<file path="src/hw/rtl/assert_macros.svh">
// Concurrent assertion helpers, clocked on clk.
`ifndef ASSERT_MACROS_SVH
`define ASSERT_MACROS_SVH

// Check while out of reset.
`define TMF_ASSERT(label, prop, msg) \
	label: assert property (@(posedge clk) disable iff (!arst_n) prop) else $error(msg);

// Check at every edge, reset included.
`define TMF_ASSERT_ALWAYS(label, prop, msg) \
	label: assert property (@(posedge clk) prop) else $error(msg);

`endif

</file>
<file path="src/hw/rtl/tmf_pkg.sv">
package tmf_pkg;

	localparam int MAX_SAMPLES = 16;
	localparam int SAMPLE_BITS = 10;

	localparam int ADDR_W   = $clog2(MAX_SAMPLES);
	localparam int CNT_W    = $clog2(MAX_SAMPLES + 1);
	localparam int TRIM_W   = 4;
	localparam int TW       = (CNT_W > TRIM_W) ? CNT_W : TRIM_W;
	localparam int SUM_W    = SAMPLE_BITS + CNT_W;
	localparam int DCNT_W   = $clog2(SUM_W);
	localparam int MEAN_W   = 10;
	localparam int KEPT_W   = 5;
	localparam int STATUS_W = 2;

	localparam logic [TRIM_W-1:0] TRIM_RESET = TRIM_W'(2);

	localparam logic [STATUS_W-1:0] STATUS_OK       = 2'd0;
	localparam logic [STATUS_W-1:0] STATUS_EMPTY    = 2'd1;
	localparam logic [STATUS_W-1:0] STATUS_OVERFLOW = 2'd2;

endpackage

</file>
<file path="src/hw/rtl/tmf_if.sv">
interface tmf_sample_if;
	import tmf_pkg::*;
	logic                   valid;
	logic                   ready;
	logic [SAMPLE_BITS-1:0] sample;
	logic                   last;
	modport source (output valid, sample, last, input ready);
	modport sink (input valid, sample, last, output ready);
endinterface

interface tmf_result_if;
	import tmf_pkg::*;
	logic                valid;
	logic                ready;
	logic [MEAN_W-1:0]   mean;
	logic [KEPT_W-1:0]   kept_count;
	logic [STATUS_W-1:0] status;
	modport source (output valid, mean, kept_count, status, input ready);
	modport sink (input valid, mean, kept_count, status, output ready);
endinterface

interface tmf_cfg_if;
	import tmf_pkg::*;
	logic              valid;
	logic              ready;
	logic [TRIM_W-1:0] data;
	modport source (output valid, data, input ready);
	modport sink (input valid, data, output ready);
endinterface

</file>
<file path="src/hw/rtl/tmf_ram.sv">
module tmf_ram #(
	parameter int WIDTH = 8,
	parameter int DEPTH = 16
) (
	input  logic                     clk,
	input  logic                     we,
	input  logic [$clog2(DEPTH)-1:0] waddr,
	input  logic [WIDTH-1:0]         wdata,
	input  logic [$clog2(DEPTH)-1:0] raddr,
	output logic [WIDTH-1:0]         rdata
);

	logic [WIDTH-1:0] mem_q [DEPTH];

	always_ff @(posedge clk) begin
		if (we) begin
			mem_q[waddr] <= wdata;
		end
		rdata <= mem_q[raddr];
	end

endmodule

</file>
<file path="src/hw/rtl/trimmed_mean_filter.sv">
// Trimmed mean over a frame of samples.
// samples: one sample per transfer, last set on the final sample of a frame.
//   Up to MAX_SAMPLES are stored; further samples are dropped and flagged.
// results: one transfer per frame with mean, kept_count and status
//   (ok, nothing left after trim, overflow).
// cfg: writes trim_count; always ready, write only while idle.
// Samples of a frame are taken one per cycle while loading. After the last
// one, a shared compare unit ranks each stored sample against all others
// through the single read port of the sample RAM; then, if any sample is
// kept, a shift-subtract divider forms the mean before the result is posted.
// samples.ready is low from the last sample until the result is posted.
// The result sits in an output register; a stall there holds it and lets the
// next frame load, and only the next frame's result waits for it to drain.
// Reset empties the frame, drops any pending result and sets trim_count to 2.
module trimmed_mean_filter (
	input logic         clk,
	input logic         arst_n,
	tmf_sample_if.sink   samples,
	tmf_result_if.source results,
	tmf_cfg_if.sink      cfg
);
	import tmf_pkg::*;

	localparam logic [2:0] S_LOAD  = 3'd0;
	localparam logic [2:0] S_OUTER = 3'd1;
	localparam logic [2:0] S_CAPT  = 3'd2;
	localparam logic [2:0] S_SCAN  = 3'd3;
	localparam logic [2:0] S_ACC   = 3'd4;
	localparam logic [2:0] S_PREP  = 3'd5;
	localparam logic [2:0] S_DIV   = 3'd6;
	localparam logic [2:0] S_DONE  = 3'd7;

	logic [2:0]             state_q;
	logic [TRIM_W-1:0]      trim_q;
	logic [CNT_W-1:0]       fill_q;
	logic                   ovf_q;
	logic [ADDR_W-1:0]      i_q;
	logic [CNT_W-1:0]       j_q;
	logic [ADDR_W-1:0]      jd_q;
	logic [CNT_W-1:0]       rank_q;
	logic [SAMPLE_BITS-1:0] vi_q;
	logic [SUM_W-1:0]       sum_q;
	logic [SUM_W-1:0]       quo_q;
	logic [CNT_W-1:0]       rem_q;
	logic [DCNT_W-1:0]      d_q;
	logic                   res_valid_q;
	logic [MEAN_W-1:0]      res_mean_q;
	logic [KEPT_W-1:0]      res_kept_q;
	logic [STATUS_W-1:0]    res_status_q;

	logic                   in_fire;
	logic                   ram_we;
	logic [ADDR_W-1:0]      ram_raddr;
	logic [SAMPLE_BITS-1:0] ram_rdata;
	logic [TW-1:0]          n_w, trim_w, r_w, hi_w, lo_w, kept_w;
	logic [CNT_W-1:0]       div_w;
	logic                   less_w;
	logic [CNT_W:0]         rem_sh_w, rem_nx_w;
	logic                   ge_w;
	logic                   in_range_w;
	logic                   post_w;

	assign samples.ready = (state_q == S_LOAD);
	assign in_fire       = samples.valid && samples.ready;
	assign ram_we        = in_fire && (fill_q < CNT_W'(MAX_SAMPLES));
	assign ram_raddr     = (state_q == S_OUTER) ? i_q : j_q[ADDR_W-1:0];
	assign post_w        = (state_q == S_DONE) && (!res_valid_q || results.ready);

	assign cfg.ready = 1'b1;

	assign results.valid      = res_valid_q;
	assign results.mean       = res_mean_q;
	assign results.kept_count = res_kept_q;
	assign results.status     = res_status_q;

	tmf_ram #(
		.WIDTH(SAMPLE_BITS),
		.DEPTH(MAX_SAMPLES)
	) u_store (
		.clk  (clk),
		.we   (ram_we),
		.waddr(fill_q[ADDR_W-1:0]),
		.wdata(samples.sample),
		.raddr(ram_raddr),
		.rdata(ram_rdata)
	);

	// trim the largest first, then the smallest of what is left
	always_comb begin
		n_w    = TW'(fill_q);
		trim_w = TW'(trim_q);
		r_w    = (trim_w < n_w) ? trim_w : n_w;
		hi_w   = n_w - r_w;
		lo_w   = (trim_w < hi_w) ? trim_w : hi_w;
		kept_w = hi_w - lo_w;
		div_w  = CNT_W'(kept_w);
	end

	assign less_w = (ram_rdata < vi_q) || ((ram_rdata == vi_q) && (jd_q < i_q));
	assign in_range_w = (TW'(rank_q) >= lo_w) && (TW'(rank_q) < hi_w);

	assign rem_sh_w = {rem_q, quo_q[SUM_W-1]};
	assign ge_w     = rem_sh_w >= {1'b0, div_w};
	assign rem_nx_w = ge_w ? (rem_sh_w - {1'b0, div_w}) : rem_sh_w;

	always_ff @(posedge clk or negedge arst_n) begin
		if (!arst_n) begin
			trim_q <= TRIM_RESET;
		end else if (cfg.valid && cfg.ready) begin
			trim_q <= cfg.data;
		end
	end

	always_ff @(posedge clk or negedge arst_n) begin
		if (!arst_n) begin
			res_valid_q <= 1'b0;
		end else if (post_w) begin
			res_valid_q <= 1'b1;
		end else if (results.ready) begin
			res_valid_q <= 1'b0;
		end
	end

	always_ff @(posedge clk or negedge arst_n) begin
		if (!arst_n) begin
			state_q     <= S_LOAD;
			fill_q      <= '0;
			ovf_q       <= 1'b0;
		end else begin
			unique case (state_q)
				S_LOAD: begin
					if (in_fire) begin
						if (ram_we) begin
							fill_q <= fill_q + CNT_W'(1);
						end else begin
							ovf_q <= 1'b1;
						end
						if (samples.last) begin
							state_q <= S_OUTER;
						end
					end
				end
				S_OUTER: state_q <= S_CAPT;
				S_CAPT:  state_q <= S_SCAN;
				S_SCAN: begin
					if (CNT_W'(jd_q) == fill_q - CNT_W'(1)) begin
						state_q <= S_ACC;
					end
				end
				S_ACC: begin
					if (CNT_W'(i_q) == fill_q - CNT_W'(1)) begin
						state_q <= S_PREP;
					end else begin
						state_q <= S_OUTER;
					end
				end
				S_PREP: state_q <= (kept_w == '0) ? S_DONE : S_DIV;
				S_DIV: begin
					if (d_q == '0) begin
						state_q <= S_DONE;
					end
				end
				S_DONE: begin
					if (post_w) begin
						fill_q      <= '0;
						ovf_q       <= 1'b0;
						state_q     <= S_LOAD;
					end
				end
			endcase
		end
	end

	always_ff @(posedge clk) begin
		unique case (state_q)
			S_LOAD: begin
				i_q   <= '0;
				sum_q <= '0;
			end
			S_OUTER: j_q <= '0;
			S_CAPT: begin
				vi_q   <= ram_rdata;
				rank_q <= '0;
				jd_q   <= '0;
				j_q    <= j_q + CNT_W'(1);
			end
			S_SCAN: begin
				rank_q <= rank_q + CNT_W'(less_w);
				jd_q   <= jd_q + ADDR_W'(1);
				j_q    <= j_q + CNT_W'(1);
			end
			S_ACC: begin
				if (in_range_w) begin
					sum_q <= sum_q + SUM_W'(vi_q);
				end
				i_q <= i_q + ADDR_W'(1);
			end
			S_PREP: begin
				quo_q <= (kept_w == '0) ? '0 : sum_q;
				rem_q <= '0;
				d_q   <= DCNT_W'(SUM_W - 1);
			end
			S_DIV: begin
				rem_q <= rem_nx_w[CNT_W-1:0];
				quo_q <= {quo_q[SUM_W-2:0], ge_w};
				d_q   <= d_q - DCNT_W'(1);
			end
			S_DONE: begin
				if (post_w) begin
					res_mean_q <= MEAN_W'(quo_q);
					res_kept_q <= KEPT_W'(kept_w);
					if (kept_w == '0) begin
						res_status_q <= STATUS_EMPTY;
					end else if (ovf_q) begin
						res_status_q <= STATUS_OVERFLOW;
					end else begin
						res_status_q <= STATUS_OK;
					end
				end
			end
		endcase
	end

`include "assert_macros.svh"

	`TMF_ASSERT(a_last_blocks, in_fire && samples.last |=> !samples.ready, "ready after last")
	`TMF_ASSERT(a_empty_zero, res_valid_q && (res_status_q == STATUS_EMPTY) |-> (res_mean_q == '0) && (res_kept_q == '0), "empty result not zero")
	`TMF_ASSERT(a_kept_bound, res_valid_q |-> (res_kept_q <= KEPT_W'(MAX_SAMPLES)), "kept count too large")
	`TMF_ASSERT(a_fill_bound, fill_q <= CNT_W'(MAX_SAMPLES), "fill count past store")

endmodule

</file>
<file path="src/flat_wrapper.sv">
// flat-port wrapper written by rule: the top's interface ports become plain ports
module trimmed_mean_filter_flat import tmf_pkg::*;
  (clk, arst_n, samples_valid, samples_sample, samples_last, samples_ready, results_valid, results_mean, results_kept_count, results_status, results_ready, cfg_valid, cfg_data, cfg_ready);
  tmf_sample_if samples_i ();
  tmf_result_if results_i ();
  tmf_cfg_if cfg_i ();
  input logic clk;
  input logic arst_n;
  input wire logic [$bits(samples_i.valid)-1:0] samples_valid;
  input wire logic [$bits(samples_i.sample)-1:0] samples_sample;
  input wire logic [$bits(samples_i.last)-1:0] samples_last;
  output wire logic [$bits(samples_i.ready)-1:0] samples_ready;
  output wire logic [$bits(results_i.valid)-1:0] results_valid;
  output wire logic [$bits(results_i.mean)-1:0] results_mean;
  output wire logic [$bits(results_i.kept_count)-1:0] results_kept_count;
  output wire logic [$bits(results_i.status)-1:0] results_status;
  input wire logic [$bits(results_i.ready)-1:0] results_ready;
  input wire logic [$bits(cfg_i.valid)-1:0] cfg_valid;
  input wire logic [$bits(cfg_i.data)-1:0] cfg_data;
  output wire logic [$bits(cfg_i.ready)-1:0] cfg_ready;
  assign samples_i.valid = samples_valid;
  assign samples_i.sample = samples_sample;
  assign samples_i.last = samples_last;
  assign samples_ready = samples_i.ready;
  assign results_valid = results_i.valid;
  assign results_mean = results_i.mean;
  assign results_kept_count = results_i.kept_count;
  assign results_status = results_i.status;
  assign results_i.ready = results_ready;
  assign cfg_i.valid = cfg_valid;
  assign cfg_i.data = cfg_data;
  assign cfg_ready = cfg_i.ready;
  trimmed_mean_filter u_core (.clk(clk), .arst_n(arst_n), .samples(samples_i), .results(results_i), .cfg(cfg_i));
endmodule
</file>
<file path="config.mk">
export PLATFORM = sky130hd
export DESIGN_NAME = trimmed_mean_filter_flat
export DESIGN_NICKNAME = d
export VERILOG_FILES = /design/src/hw/rtl/tmf_pkg.sv /design/src/hw/rtl/tmf_if.sv /design/src/hw/rtl/tmf_ram.sv /design/src/hw/rtl/trimmed_mean_filter.sv /design/src/flat_wrapper.sv
export VERILOG_INCLUDE_DIRS = /design/src /design/src/hw/rtl
export SDC_FILE = /design/constraint.sdc
export NUM_CORES = 1
export LEC_CHECK = 0
export ABC_CLOCK_PERIOD_IN_PS = 7500
export BUFFER_PORTS_ARGS = -buffer_cell sky130_fd_sc_hd__buf_2
export CORE_MARGIN = 3
export CORE_UTILIZATION = 40
export CTS_CLUSTER_DIAMETER = 100
export DETAILED_ROUTE_END_ITERATION = 16
export GPL_ROUTABILITY_DRIVEN = 0
export PLACE_DENSITY = 0.63
export REMOVE_ABC_BUFFERS = 1
export SYNTH_ARGS = -nofsm -noshare
export SYNTH_HDL_FRONTEND = slang
export SYNTH_SLANG_ARGS = --single-unit
</file>
<file path="constraint.sdc">
create_clock -name clk -period 7.5 [get_ports clk]
set_input_delay 0.375 -clock clk [delete_from_list [all_inputs] [get_ports clk]]
set_output_delay 0.375 -clock clk [all_outputs]
set_load 0.005 [all_outputs]
</file>
# [Word-level counts from Yosys, hierarchy flattened]
# Memories as Yosys holds them, arrays and structs flattened. A register that Yosys moved wholly into a read port is not among the register bits.
# Cells that the tools add are included.
[totals] regBits=98 mem_bits_rw=160 in_bits=20 out_inout_bits=20 word_cells=113 memories=1
[mem_list] memory="u_core.u_store.mem_q" words=16 width=10 rd=1 rd_clocked_by_memory_dff=1 wr=1 line="tmf_ram.sv:13" source="logic [WIDTH-1:0] mem_q [DEPTH];"
[op_classes] n_addsub=11 order_cmp=8 n_eq_ne=18 muxes=35 n_reduce_logical=23
[ops] op="$pmux W15 S2" n=2
[ops] op="$pmux W5 S2" n=4
[ops] op="$mux W15" n=2
[ops] op="$mux W5" n=6
[ops] op="$pmux W3 S8" n=1
[ops] op="$pmux W4 S2" n=3
[ops] op="$mux W3" n=6
[ops] op="$add A15 B10 Y15" n=1
[ops] op="$sub A5 B5 Y5" n=3
[ops] op="$eq A3 B3 Y1 const B" n=4
[ops] op="$reduce_bool A2 Y1" n=6
[ops] op="$add A5 B1 Y5 const B" n=2
[ops] op="$eq A10 B10 Y1" n=1
[ops] op="$eq A4 B5 Y1" n=2
[ops] op="$lt A10 B10 Y1" n=1
[ops] op="$lt A4 B5 Y1" n=2
[ops] op="$add A4 B1 Y4 const B" n=2
[ops] op="$mux W1" n=8
[ops] op="$ne A2 B1 Y1 const B" n=4
[ops] op="$ne A2 B2 Y1 const B" n=4
[ops] op="$reduce_and A4 Y1" n=2
[ops] op="$eq A3 B2 Y1 const B" n=2
[ops] op="$ge A6 B5 Y1" n=1
[ops] op="$add A5 B1 Y5" n=1
[ops] op="19 further kinds" n=25

# [Longest topological paths before layout]
# Gate-level depths: netlist of run 1.
[depth] word_depth=9 mapped_depth=30 ltp_nobuf=30

# [By module]
# From an unflattened synthesis of run 1, not the netlist that was laid out.
[hier_totals] hier_cells=841 area_unflattened_um2=12309.3
[by_module_without_submodules] module="tmf_ram" n_inst=1 cells_each=279 area_each_um2=6353.6 seq_area_each_um2=5004.8
[by_module_without_submodules] module="trimmed_mean_filter" n_inst=1 cells_each=562 area_each_um2=5955.7 seq_area_each_um2=2844.0

# [Least setup slack after synthesis of run 1]
# No wires, ideal clock.
[synth_path] path_type="register to register" from="reg u_core.fill_q[2]" to="reg u_core.rem_q[2], data pin" setup_time_ns=0.256 arrival_ns=5.832 t_required_ns=7.244 slack_ns=1.412 path_stages_with_launch=28 path_buffers=1 period_less_slack_ns=6.088 path_cell_list="dfrtp_1 clkbuf_1 inv_1 ha_1 a21o_1 a21oi_1 nor2_1 mux2_2 ha_1 fa_1 ha_1 o21ai_1 nand2b_1 maj3_2 o21ai_0 nand2b_1 o21ai_0 ha_1 inv_1 ha_1 nor2_1 or3_1 o211a_1 ha_1 a21oi_1 o32ai_2 or3_1 o211a_1"
[synth_via] elab_chain_len=9 elab_cells_between_ends=10 classes_between="add/sub: 3; order compare: 3; mux: 4"
[synth_lines] element="start, declared" line="trimmed_mean_filter.sv:35" source="logic [CNT_W-1:0] fill_q;"
[synth_lines] element="start signal, assigned" line="trimmed_mean_filter.sv:134" source="fill_q <= fill_q + CNT_W'(1);"
[synth_lines] element="$lt A4 B5 Y1" line="trimmed_mean_filter.sv:92" source="r_w = (trim_w < n_w) ? trim_w : n_w;"
[synth_lines] element="$mux W5" line="trimmed_mean_filter.sv:92"
[synth_lines] element="$sub A5 B5 Y5 (*)" line="trimmed_mean_filter.sv:93" source="hi_w = n_w - r_w;"
[synth_lines] element="$lt A4 B5 Y1" line="trimmed_mean_filter.sv:94" source="lo_w = (trim_w < hi_w) ? trim_w : hi_w;"
[synth_lines] element="$mux W5" line="trimmed_mean_filter.sv:94"
[synth_lines] element="$sub A5 B5 Y5 (*)" line="trimmed_mean_filter.sv:95" source="kept_w = hi_w - lo_w;"
[synth_lines] element="$sub A5 B5 Y5 or $ge A6 B5 Y1 (tied branches)" line="trimmed_mean_filter.sv:104, trimmed_mean_filter.sv:103"
[synth_lines] element="$mux W5 (*)" line="trimmed_mean_filter.sv:104" source="assign rem_nx_w = ge_w ? (rem_sh_w - {1'b0, div_w}) : rem_sh_w;"
[synth_lines] element="$pmux W5 S2 (*)" line="trimmed_mean_filter.sv:175" source="unique case (state_q)"
[synth_lines] element="end signal, assigned" line="trimmed_mean_filter.sv:204" source="rem_q <= rem_nx_w[CNT_W-1:0];"
[synth_lines] element="end, declared" line="trimmed_mean_filter.sv:44" source="logic [CNT_W-1:0] rem_q;"
# Mark *: on every way between the ends. The rest lies on a longest branch, timed or not.
# A chain may end at the register's enable or synchronous reset.

# [Worst setup path after layout of run 1]
[layout_path] from="reg u_core.fill_q[1]" to="reg u_core.rem_q[0], data pin"
# The elaborated chain is that of the path after synthesis.

==> run_summary.xml, run 1 <==
<?xml version="1.0" encoding="UTF-8"?>
<metrics>
  <group name="run_status">
    <metric name="status" unit="">completed</metric>
  </group>
  <group name="synthesis">
    <metric name="synth_top_cell_by_area" unit="">sky130_fd_sc_hd__edfxtp_1</metric>
    <metric name="yosys.cell_types.count" unit="">61</metric>
    <metric name="yosysWarnings" unit="">0</metric>
    <metric name="synth_compound_area_share" unit="%">11.8</metric>
    <metric name="synth_edf_count" unit="">243</metric>
    <metric name="post-synth-top-area-fraction" unit="%">58.4</metric>
    <metric name="yosys-top-cells-area" unit="">sky130_fd_sc_hd__edfxtp_1 58%, sky130_fd_sc_hd__ha_1 5.4%, sky130_fd_sc_hd__nand2_1 4.2%</metric>
    <metric name="synth_fa_ha_area_share" unit="%">6.30</metric>
    <metric name="synthCells" unit="">1007</metric>
    <metric name="synth_top_family_by_area" unit="">simple AND/OR/NAND/NOR gates</metric>
    <metric name="synthArstFlopShare" unit="%">5.24</metric>
    <metric name="synth.mux.area_fraction" unit="%">1.51</metric>
    <metric name="xor_xnor_portion_of_the_synthesized_cell_area" unit="%">2.85</metric>
    <metric name="mappedNetlistArea" unit="µm²">12500</metric>
    <metric name="yosys_register_bits" unit="">267</metric>
    <metric name="synth_ff_type" unit="">sky130_fd_sc_hd__edfxtp_1</metric>
    <metric name="synth_simple_gate_area_share" unit="%">11.9</metric>
    <metric name="seq_area_frac_synth" unit="%">62.8</metric>
    <metric name="syn_area_per_cell" unit="µm²">12.4</metric>
  </group>
  <group name="timing">
    <metric name="fin_worst_skew" unit="ns">0.0431</metric>
    <metric name="fin_tns_setup" unit="ns">0</metric>
    <metric name="drv_slew" unit="">0</metric>
    <metric name="final.min_clock_period" unit="ns">6.76</metric>
    <metric name="rsz0062_at_grt" unit="">false</metric>
    <metric name="achievable_frequency" unit="MHz">148</metric>
    <metric name="fin_crit_sh" unit="%">90.1</metric>
    <metric name="worst_pin_slew" unit="ns">1.10</metric>
    <metric name="layout_setup_ws" unit="ns">0.740</metric>
    <metric name="worst_slew_margin_rel" unit="%">26.7</metric>
    <metric name="setup_violation_total_in_the_final_timing_report" unit="">0</metric>
    <metric name="hold_fails_final_rpt" unit="">0</metric>
  </group>
  <group name="critical_path">
    <metric name="path_buf_inv" unit="">2</metric>
    <metric name="worstPathArrival" unit="ns">7.10</metric>
    <metric name="regToRegSetupSlack" unit="ns">0.74</metric>
    <metric name="critical_path_class" unit="">flop to flop</metric>
    <metric name="timing.critical_path.slowest_stage_cell" unit="">sky130_fd_sc_hd__fa_1</metric>
    <metric name="critical_path.top_delay_family" unit="">adder cells</metric>
    <metric name="r2r-end" unit="">u_core.rem_q[0]</metric>
    <metric name="critPathMaxFanout" unit="">7</metric>
    <metric name="crit_path_launch_type" unit="">flop</metric>
    <metric name="r2r_depth" unit="">28</metric>
    <metric name="critPathCaptureType" unit="">flop</metric>
    <metric name="critPathMostFrequentCell" unit="">sky130_fd_sc_hd__ha_1</metric>
    <metric name="max_stage_delay_on_crit_path" unit="ns">0.66</metric>
    <metric name="r2r_start" unit="">u_core.fill_q[1]</metric>
    <metric name="worst_endpoint_required_time" unit="ns">7.84</metric>
  </group>
  <group name="clock_network">
    <metric name="clock_sink_count" unit="">267</metric>
    <metric name="cts_made_buffers" unit="">28</metric>
    <metric name="tritoncts_clock_tree" unit="">done</metric>
    <metric name="clock_latency" unit="ns">0.57</metric>
    <metric name="ctsLongestPathBuffers" unit="">3</metric>
    <metric name="htree_num_levels" unit="">1</metric>
    <metric name="clkSlewWorstSetupHoldPaths" unit="ns">0.06</metric>
    <metric name="master_cell_of_the_clock_root_buffer" unit="">sky130_fd_sc_hd__clkbuf_16</metric>
    <metric name="cts_setup_buffers" unit="">0</metric>
  </group>
  <group name="die">
    <metric name="die_y" unit="µm">183</metric>
    <metric name="core.rowCount" unit="">64</metric>
    <metric name="die-width" unit="µm">183</metric>
    <metric name="die_area" unit="µm²">33400</metric>
    <metric name="ioPinCount" unit="">40</metric>
    <metric name="floorplan.initialDensity" unit="%">40.7</metric>
    <metric name="fp.coreArea" unit="µm²">30700</metric>
  </group>
  <group name="detailed_routing">
    <metric name="via_count" unit="">7718</metric>
    <metric name="drtPass1Iterations" unit="">6</metric>
    <metric name="drt.antenna.violating_nets" unit="">0</metric>
    <metric name="drt_first_iter_violations" unit="">535</metric>
    <metric name="wl_per_cell" unit="µm">17.8</metric>
    <metric name="drcViolationCount" unit="">0</metric>
    <metric name="number_of_vias_per_cell" unit="">5.31</metric>
    <metric name="finalWirelength" unit="µm">25900</metric>
  </group>
  <group name="run">
    <metric name="maximum_capacitance_violations" unit="">0</metric>
  </group>
  <group name="finish">
    <metric name="mostFrequentLayoutCells" unit="">243 x sky130_fd_sc_hd__edfxtp_1, 140 x sky130_fd_sc_hd__nand2_1, 58 x sky130_fd_sc_hd__and2_1</metric>
    <metric name="fin_cells" unit="">1454</metric>
    <metric name="post_route_cells_drive_above_1_share" unit="%">10.2</metric>
    <metric name="layout-area-overhead-vs-synth" unit="%">11.7</metric>
    <metric name="fin_nets" unit="">1115</metric>
    <metric name="diodes_inserted" unit="">0</metric>
    <metric name="layout.cells.most_common" unit="">sky130_fd_sc_hd__edfxtp_1</metric>
    <metric name="finished_cell_area" unit="µm²">13900</metric>
  </group>
  <group name="min_path">
    <metric name="min_delay_worst_endpoint" unit="">u_core.trim_q[2]</metric>
    <metric name="hold_start" unit="">cfg_data[2]</metric>
    <metric name="holdPathStages" unit="">2</metric>
    <metric name="timing.hold.worst.class" unit="">input pin to flop</metric>
  </group>
  <group name="grt">
    <metric name="gr-total-overflow" unit="">0</metric>
    <metric name="grt_pass1_wl" unit="µm">41800</metric>
    <metric name="track_usage" unit="%">15.5</metric>
    <metric name="vias_in_the_first_global_route" unit="">7663</metric>
    <metric name="grt_antenna_before_repair" unit="">0</metric>
    <metric name="grt_start_max_net_pins" unit="">81</metric>
  </group>
  <group name="power_and_ir_drop">
    <metric name="total_leakage_power" unit="µW">0.00500</metric>
    <metric name="power.ir.vdd_worst" unit="mV">0.255</metric>
    <metric name="power_density_over_the_cells" unit="nW/µm²">443</metric>
  </group>
  <group name="placement">
    <metric name="dp_hpwl" unit="µm">16100</metric>
    <metric name="postPlaceCellArea" unit="µm²">13100</metric>
    <metric name="portBuffers" unit="">38</metric>
    <metric name="numPlacedInstances" unit="">1403</metric>
    <metric name="preCtsSetupSlack" unit="ns">0.784</metric>
  </group>
</metrics>
[per-layer routing]
layer,routed length (µm),track usage (%),share of wire (%),vias to the layer above
li1,-,-,-,3772
met1,12000,21.6,46,3737
met2,12200,25.4,47,172
met3,1090,2.01,4.2,37
met4,629,4.72,2.4,0
met5,0,0,0,-
[worst max-delay path by stage]
stage	from	to	slack, ns	cells past startpoint
floorplan	u_core.fill_q[1]	u_core.rem_q[2]	1.45	28
global placement	u_core.fill_q[1]	u_core.rem_q[2]	1.05	28
detailed placement	u_core.fill_q[1]	u_core.rem_q[2]	0.78	28
CTS	u_core.fill_q[1]	u_core.rem_q[2]	0.77	28
global route	u_core.fill_q[1]	u_core.rem_q[2]	0.13	29
finish	u_core.fill_q[1]	u_core.rem_q[0]	0.74	28
[sequential cells by signal, indices dropped and copies added, names as in the netlist]
register / flops
u_core.quo_q: 15
u_core.jd_q: 4
u_core.results.status: 2
u_core.d_q: 4
u_core.rem_q: 5
u_core.fill_q: 5
u_core.u_store.rdata: 10
u_core.u_store.mem_q: 160
u_core.sum_q: 15
u_core.results.kept_count: 5
u_core.trim_q: 4
u_core.vi_q: 10
u_core.results.valid: 1
u_core.j_q: 4
u_core.rank_q: 5
u_core.ovf_q: 1
u_core.results.mean: 10
u_core.i_q: 4
u_core.state_q: 3
[report_power, final]
group	switching (µW)	total [µW]	leakage, µW	internal (µW)
sequential	205	2220	0.00248	2010
clock	557	1270	0.000413	717
combinational	1660	2690	0.00211	1020
total	2420	6180	0.00500	3750
[synthesized netlist by cell type, drive strengths merged, types with 7 or more instances]
library cell  count
a31oi            24
nand2b           13
nand3            11
nor2             47
inv              44
a211oi           50
a21oi            43
dfrtp            13
xnor2            18
and2             58
nor2b             8
a311oi           20
edfxtp          243
nand2           140
o21ai            41
ha               54
nor3             18
xor2             20
mux2i            11
dfxtp            10
mux2              7
clkbuf           41
o21a              9
[kinds of logic (layout without fill, tap and decap cells)]
family / count (synthesis) / count (layout)
buf+inv: 90 / 140
mux: 18 / 18
compound gates: 216 / 216
other cells: 1 / 2
flops: 267 / 267
xor+xnor: 38 / 38
fa+ha+maj: 62 / 62
simple gates: 315 / 315
[what timing repair did]
item	in CTS	in global routing
endpoints found under the hold margin	13	0
resized for setup	0	0
hold buffers	1	0
setup endpoints to repair	0	0
[per-stage QoR]
stage / hold slack [ns] / total power, µW / utilization [%]
2_1_floorplan: 0.0794 / 4190 / -
3_3_place_gp: 0.310 / 4870 / 42.7
3_5_place_dp: 0.311 / 4930 / 42.7
4_1_cts: 0.0498 / 6230 / 45.5
5_1_grt: 0.0580 / 6660 / 45.5
6_report: 0.0741 / 6180 / 45.5
[final cells by class]
cell class | count | area, µm²
Fill cell | 2771 | 16700
Sequential cell | 267 | 7850
Clock inverter | 18 | 131
Inverter | 44 | 165
Tap cell | 396 | 495
Timing Repair Buffer | 46 | 253
Multi-Input combinational cell | 651 | 4340
Clock buffer | 32 | 716
Power figures use the tool's default switching activity.
==> run 2, diff against run 1 <==
--- a/config.mk
+++ b/config.mk
@@ -6,7 +6,7 @@
 export SDC_FILE = /design/constraint.sdc
 export NUM_CORES = 1
 export LEC_CHECK = 0
-export ABC_CLOCK_PERIOD_IN_PS = 7500
+export ABC_CLOCK_PERIOD_IN_PS = 6800
 export BUFFER_PORTS_ARGS = -buffer_cell sky130_fd_sc_hd__buf_2
 export CORE_MARGIN = 3
 export CORE_UTILIZATION = 40
==> constraint.sdc (replaced) <==
create_clock -name clk -period 6.8 [get_ports clk]
set_input_delay 0.34 -clock clk [delete_from_list [all_inputs] [get_ports clk]]
set_output_delay 0.34 -clock clk [all_outputs]
set_load 0.005 [all_outputs]
==> run 2 against run 1 <==
Via count increased by 0.23%; final cell count increased by 0.41%; first-iteration DRC count increased by 2.6%; combinational power increased by 10%; routed wire length decreased by 0.29%; sequential share of layout area decreased by 0.28 points; sequential power increased by 10%; clock skew decreased by 0.035 ns; clock power increased by 17%; critical path type unchanged; global-route usage decreased by 0.36 points; largest cell class unchanged.
==> run_summary.xml, run 2 (synthesized netlist as in run 1, its figures left out) <==
<?xml version="1.0" encoding="UTF-8"?>
<metrics>
  <group name="timing">
    <metric name="worst_slew_margin_rel" unit="%">28.7</metric>
    <metric name="final.min_clock_period" unit="ns">6.38</metric>
    <metric name="setup_violation_total_in_the_final_timing_report" unit="">0</metric>
    <metric name="worst_pin_slew" unit="ns">1.07</metric>
    <metric name="hold_fails_final_rpt" unit="">0</metric>
    <metric name="rsz0062_at_grt" unit="">false</metric>
    <metric name="layout_setup_ws" unit="ns">0.416</metric>
    <metric name="achievable_frequency" unit="MHz">157</metric>
    <metric name="fin_tns_setup" unit="ns">0</metric>
    <metric name="fin_worst_skew" unit="ns">0.00820</metric>
    <metric name="fin_crit_sh" unit="%">93.9</metric>
    <metric name="drv_slew" unit="">0</metric>
  </group>
  <group name="power_and_ir_drop">
    <metric name="combinationalPowerShare" unit="%">43.0</metric>
    <metric name="power.net_switching" unit="µW">2670</metric>
    <metric name="total_leakage_power" unit="µW">0.00504</metric>
    <metric name="internal_power" unit="µW">4220</metric>
    <metric name="sequentialPowerShare" unit="%">35.5</metric>
    <metric name="switching_share" unit="%">38.8</metric>
    <metric name="power_density_over_the_cells" unit="nW/µm²">492</metric>
    <metric name="total_power" unit="µW">6890</metric>
    <metric name="power.ir.vdd_worst" unit="mV">0.287</metric>
    <metric name="power_frac_clock" unit="%">21.5</metric>
  </group>
  <group name="clock_network">
    <metric name="master_cell_of_the_clock_root_buffer" unit="">sky130_fd_sc_hd__clkbuf_16</metric>
    <metric name="cts_made_buffers" unit="">29</metric>
    <metric name="ctsLongestPathBuffers" unit="">3</metric>
    <metric name="clock_sink_count" unit="">267</metric>
    <metric name="clkSlewWorstSetupHoldPaths" unit="ns">0.06</metric>
    <metric name="cts_setup_buffers" unit="">0</metric>
    <metric name="tritoncts_clock_tree" unit="">done</metric>
    <metric name="htree_num_levels" unit="">1</metric>
    <metric name="clock_latency" unit="ns">0.55</metric>
  </group>
  <group name="grt">
    <metric name="grt_start_max_net_pins" unit="">81</metric>
    <metric name="gr-total-overflow" unit="">0</metric>
    <metric name="vias_in_the_first_global_route" unit="">7736</metric>
    <metric name="track_usage" unit="%">15.1</metric>
    <metric name="grt_antenna_before_repair" unit="">0</metric>
    <metric name="grt_pass1_wl" unit="µm">40800</metric>
  </group>
  <group name="run_status">
    <metric name="status" unit="">completed</metric>
  </group>
  <group name="finish">
    <metric name="num-fill-cells" unit="">2759</metric>
    <metric name="multiInputGateArea" unit="µm²">4340</metric>
    <metric name="mostFrequentLayoutCells" unit="">243 x sky130_fd_sc_hd__edfxtp_1, 140 x sky130_fd_sc_hd__nand2_1, 58 x sky130_fd_sc_hd__and2_1</metric>
    <metric name="diodes_inserted" unit="">0</metric>
    <metric name="seq_area" unit="µm²">7850</metric>
    <metric name="layout-area-overhead-vs-synth" unit="%">12.2</metric>
    <metric name="top_register" unit="">u_core.u_store.mem_q</metric>
    <metric name="post_route_cells_drive_above_1_share" unit="%">10.6</metric>
    <metric name="fin_nets" unit="">1118</metric>
    <metric name="layout.cells.most_common" unit="">sky130_fd_sc_hd__edfxtp_1</metric>
    <metric name="largest_register_ffs" unit="">160</metric>
    <metric name="layout.core_utilization" unit="%">45.7</metric>
    <metric name="largestRegisters" unit="">u_core.u_store.mem_q (160), u_core.quo_q (15), u_core.sum_q (15)</metric>
    <metric name="finished_cell_area" unit="µm²">14000</metric>
  </group>
  <group name="critical_path">
    <metric name="critPathMaxFanout" unit="">7</metric>
    <metric name="worstPathArrival" unit="ns">6.69</metric>
    <metric name="worst_endpoint_required_time" unit="ns">7.10</metric>
    <metric name="max_stage_delay_on_crit_path" unit="ns">0.46</metric>
    <metric name="critPathCaptureType" unit="">flop</metric>
    <metric name="critical_path_class" unit="">flop to flop</metric>
    <metric name="crit_path_launch_type" unit="">flop</metric>
    <metric name="timing.critical_path.slowest_stage_cell" unit="">sky130_fd_sc_hd__dfrtp_2</metric>
    <metric name="critPathMostFrequentCell" unit="">sky130_fd_sc_hd__ha_1</metric>
  </group>
  <group name="run">
    <metric name="maximum_capacitance_violations" unit="">0</metric>
  </group>
  <group name="die">
    <metric name="ioPinCount" unit="">40</metric>
    <metric name="core.rowCount" unit="">64</metric>
    <metric name="fp.coreArea" unit="µm²">30700</metric>
    <metric name="die_y" unit="µm">183</metric>
    <metric name="die_area" unit="µm²">33400</metric>
    <metric name="die-width" unit="µm">183</metric>
    <metric name="floorplan.initialDensity" unit="%">40.7</metric>
  </group>
  <group name="detailed_routing">
    <metric name="via_count" unit="">7736</metric>
    <metric name="wl_per_cell" unit="µm">17.7</metric>
    <metric name="drtPass1Iterations" unit="">4</metric>
    <metric name="drcViolationCount" unit="">0</metric>
    <metric name="number_of_vias_per_cell" unit="">5.30</metric>
    <metric name="drt_first_iter_violations" unit="">549</metric>
    <metric name="finalWirelength" unit="µm">25800</metric>
    <metric name="drt.antenna.violating_nets" unit="">0</metric>
  </group>
  <group name="placement">
    <metric name="portBuffers" unit="">38</metric>
    <metric name="preCtsSetupSlack" unit="ns">0.344</metric>
    <metric name="dp_hpwl" unit="µm">16100</metric>
    <metric name="postPlaceCellArea" unit="µm²">13100</metric>
  </group>
  <group name="min_path">
    <metric name="timing.hold.worst.class" unit="">input pin to flop</metric>
  </group>
</metrics>
-- run 2: worst paths after layout --
check / from / endpoint / slack [ns] / cells after the start
max in group asynchronous: arst_n / u_core.trim_q[1] / 6.25 / 2
min: cfg_data[0] / u_core.trim_q[0] / 0.02 / 2
min reg2reg: u_core.u_store.rdata[3] / u_core.vi_q[3] / 0.44 / 0
min in group asynchronous: arst_n / u_core.fill_q[4] / 0.24 / 2
max reg2reg: u_core.fill_q[1] / u_core.rem_q[2] / 0.42 / 28
max: u_core.fill_q[1] / u_core.rem_q[2] / 0.42 / 28
-- run 2: area by class of cell --
cell class	instances	area share (%)
inverter	44	1.18
sequential	267	56.0
clock buffer	32	5.26
timing repair buffer	48	1.91
clock inverter	22	1.16
tap	396	3.54
multi-input combinational	651	30.9
-- run 2: repair_timing --
action / CTS / global route
hold endpoints to repair: 14 / 0
gates resized for setup: 0 / 2
setup endpoints to repair: 0 / 5
hold buffers: 1 / 0
-- run 2: metal layers --
layer | wire [µm] | up-vias | GRT usage (%) | part of all wire [%]
met1 | 11800 | 3734 | 20.6 | 46
li1 | - | 3790 | - | -
met5 | 0 | - | 0 | 0
met4 | 761 | 0 | 4.39 | 2.9
met3 | 1190 | 50 | 2.37 | 4.6
met2 | 12100 | 162 | 25.2 | 47
-- run 2: stage by stage --
stage	hold slack, ns	instances
final	0.0235	1460
after global routing	0.0124	1460
after CTS	0.00404	1460
after detailed placement	0.267	1405
after global placement	0.273	1405
after floorplan	0.0444	962
-- run 2: power by group through the flow --
stage / registers [µW] / clock network (µW) / logic, µW
final: 2450 / 1480 / 2960
after global routing: 2490 / 1580 / 3320
after CTS: 2450 / 1510 / 2990
after detailed placement: 2480 / 0 / 2970
after global placement: 2470 / 0 / 2910
after floorplan: 2400 / 0 / 2220
-- run 2: critical path, delay by kind of cell (launching register included) --
family	cells	cell delay, ns
adder cells (fa/ha/maj)	8	2.32
AND/OR/NAND/NOR	7	1.22
AO/OA/AOI/OAI	10	1.57
flip-flops	1	0.46
buffers and inverters	2	0.28
multiplexers	1	0.30
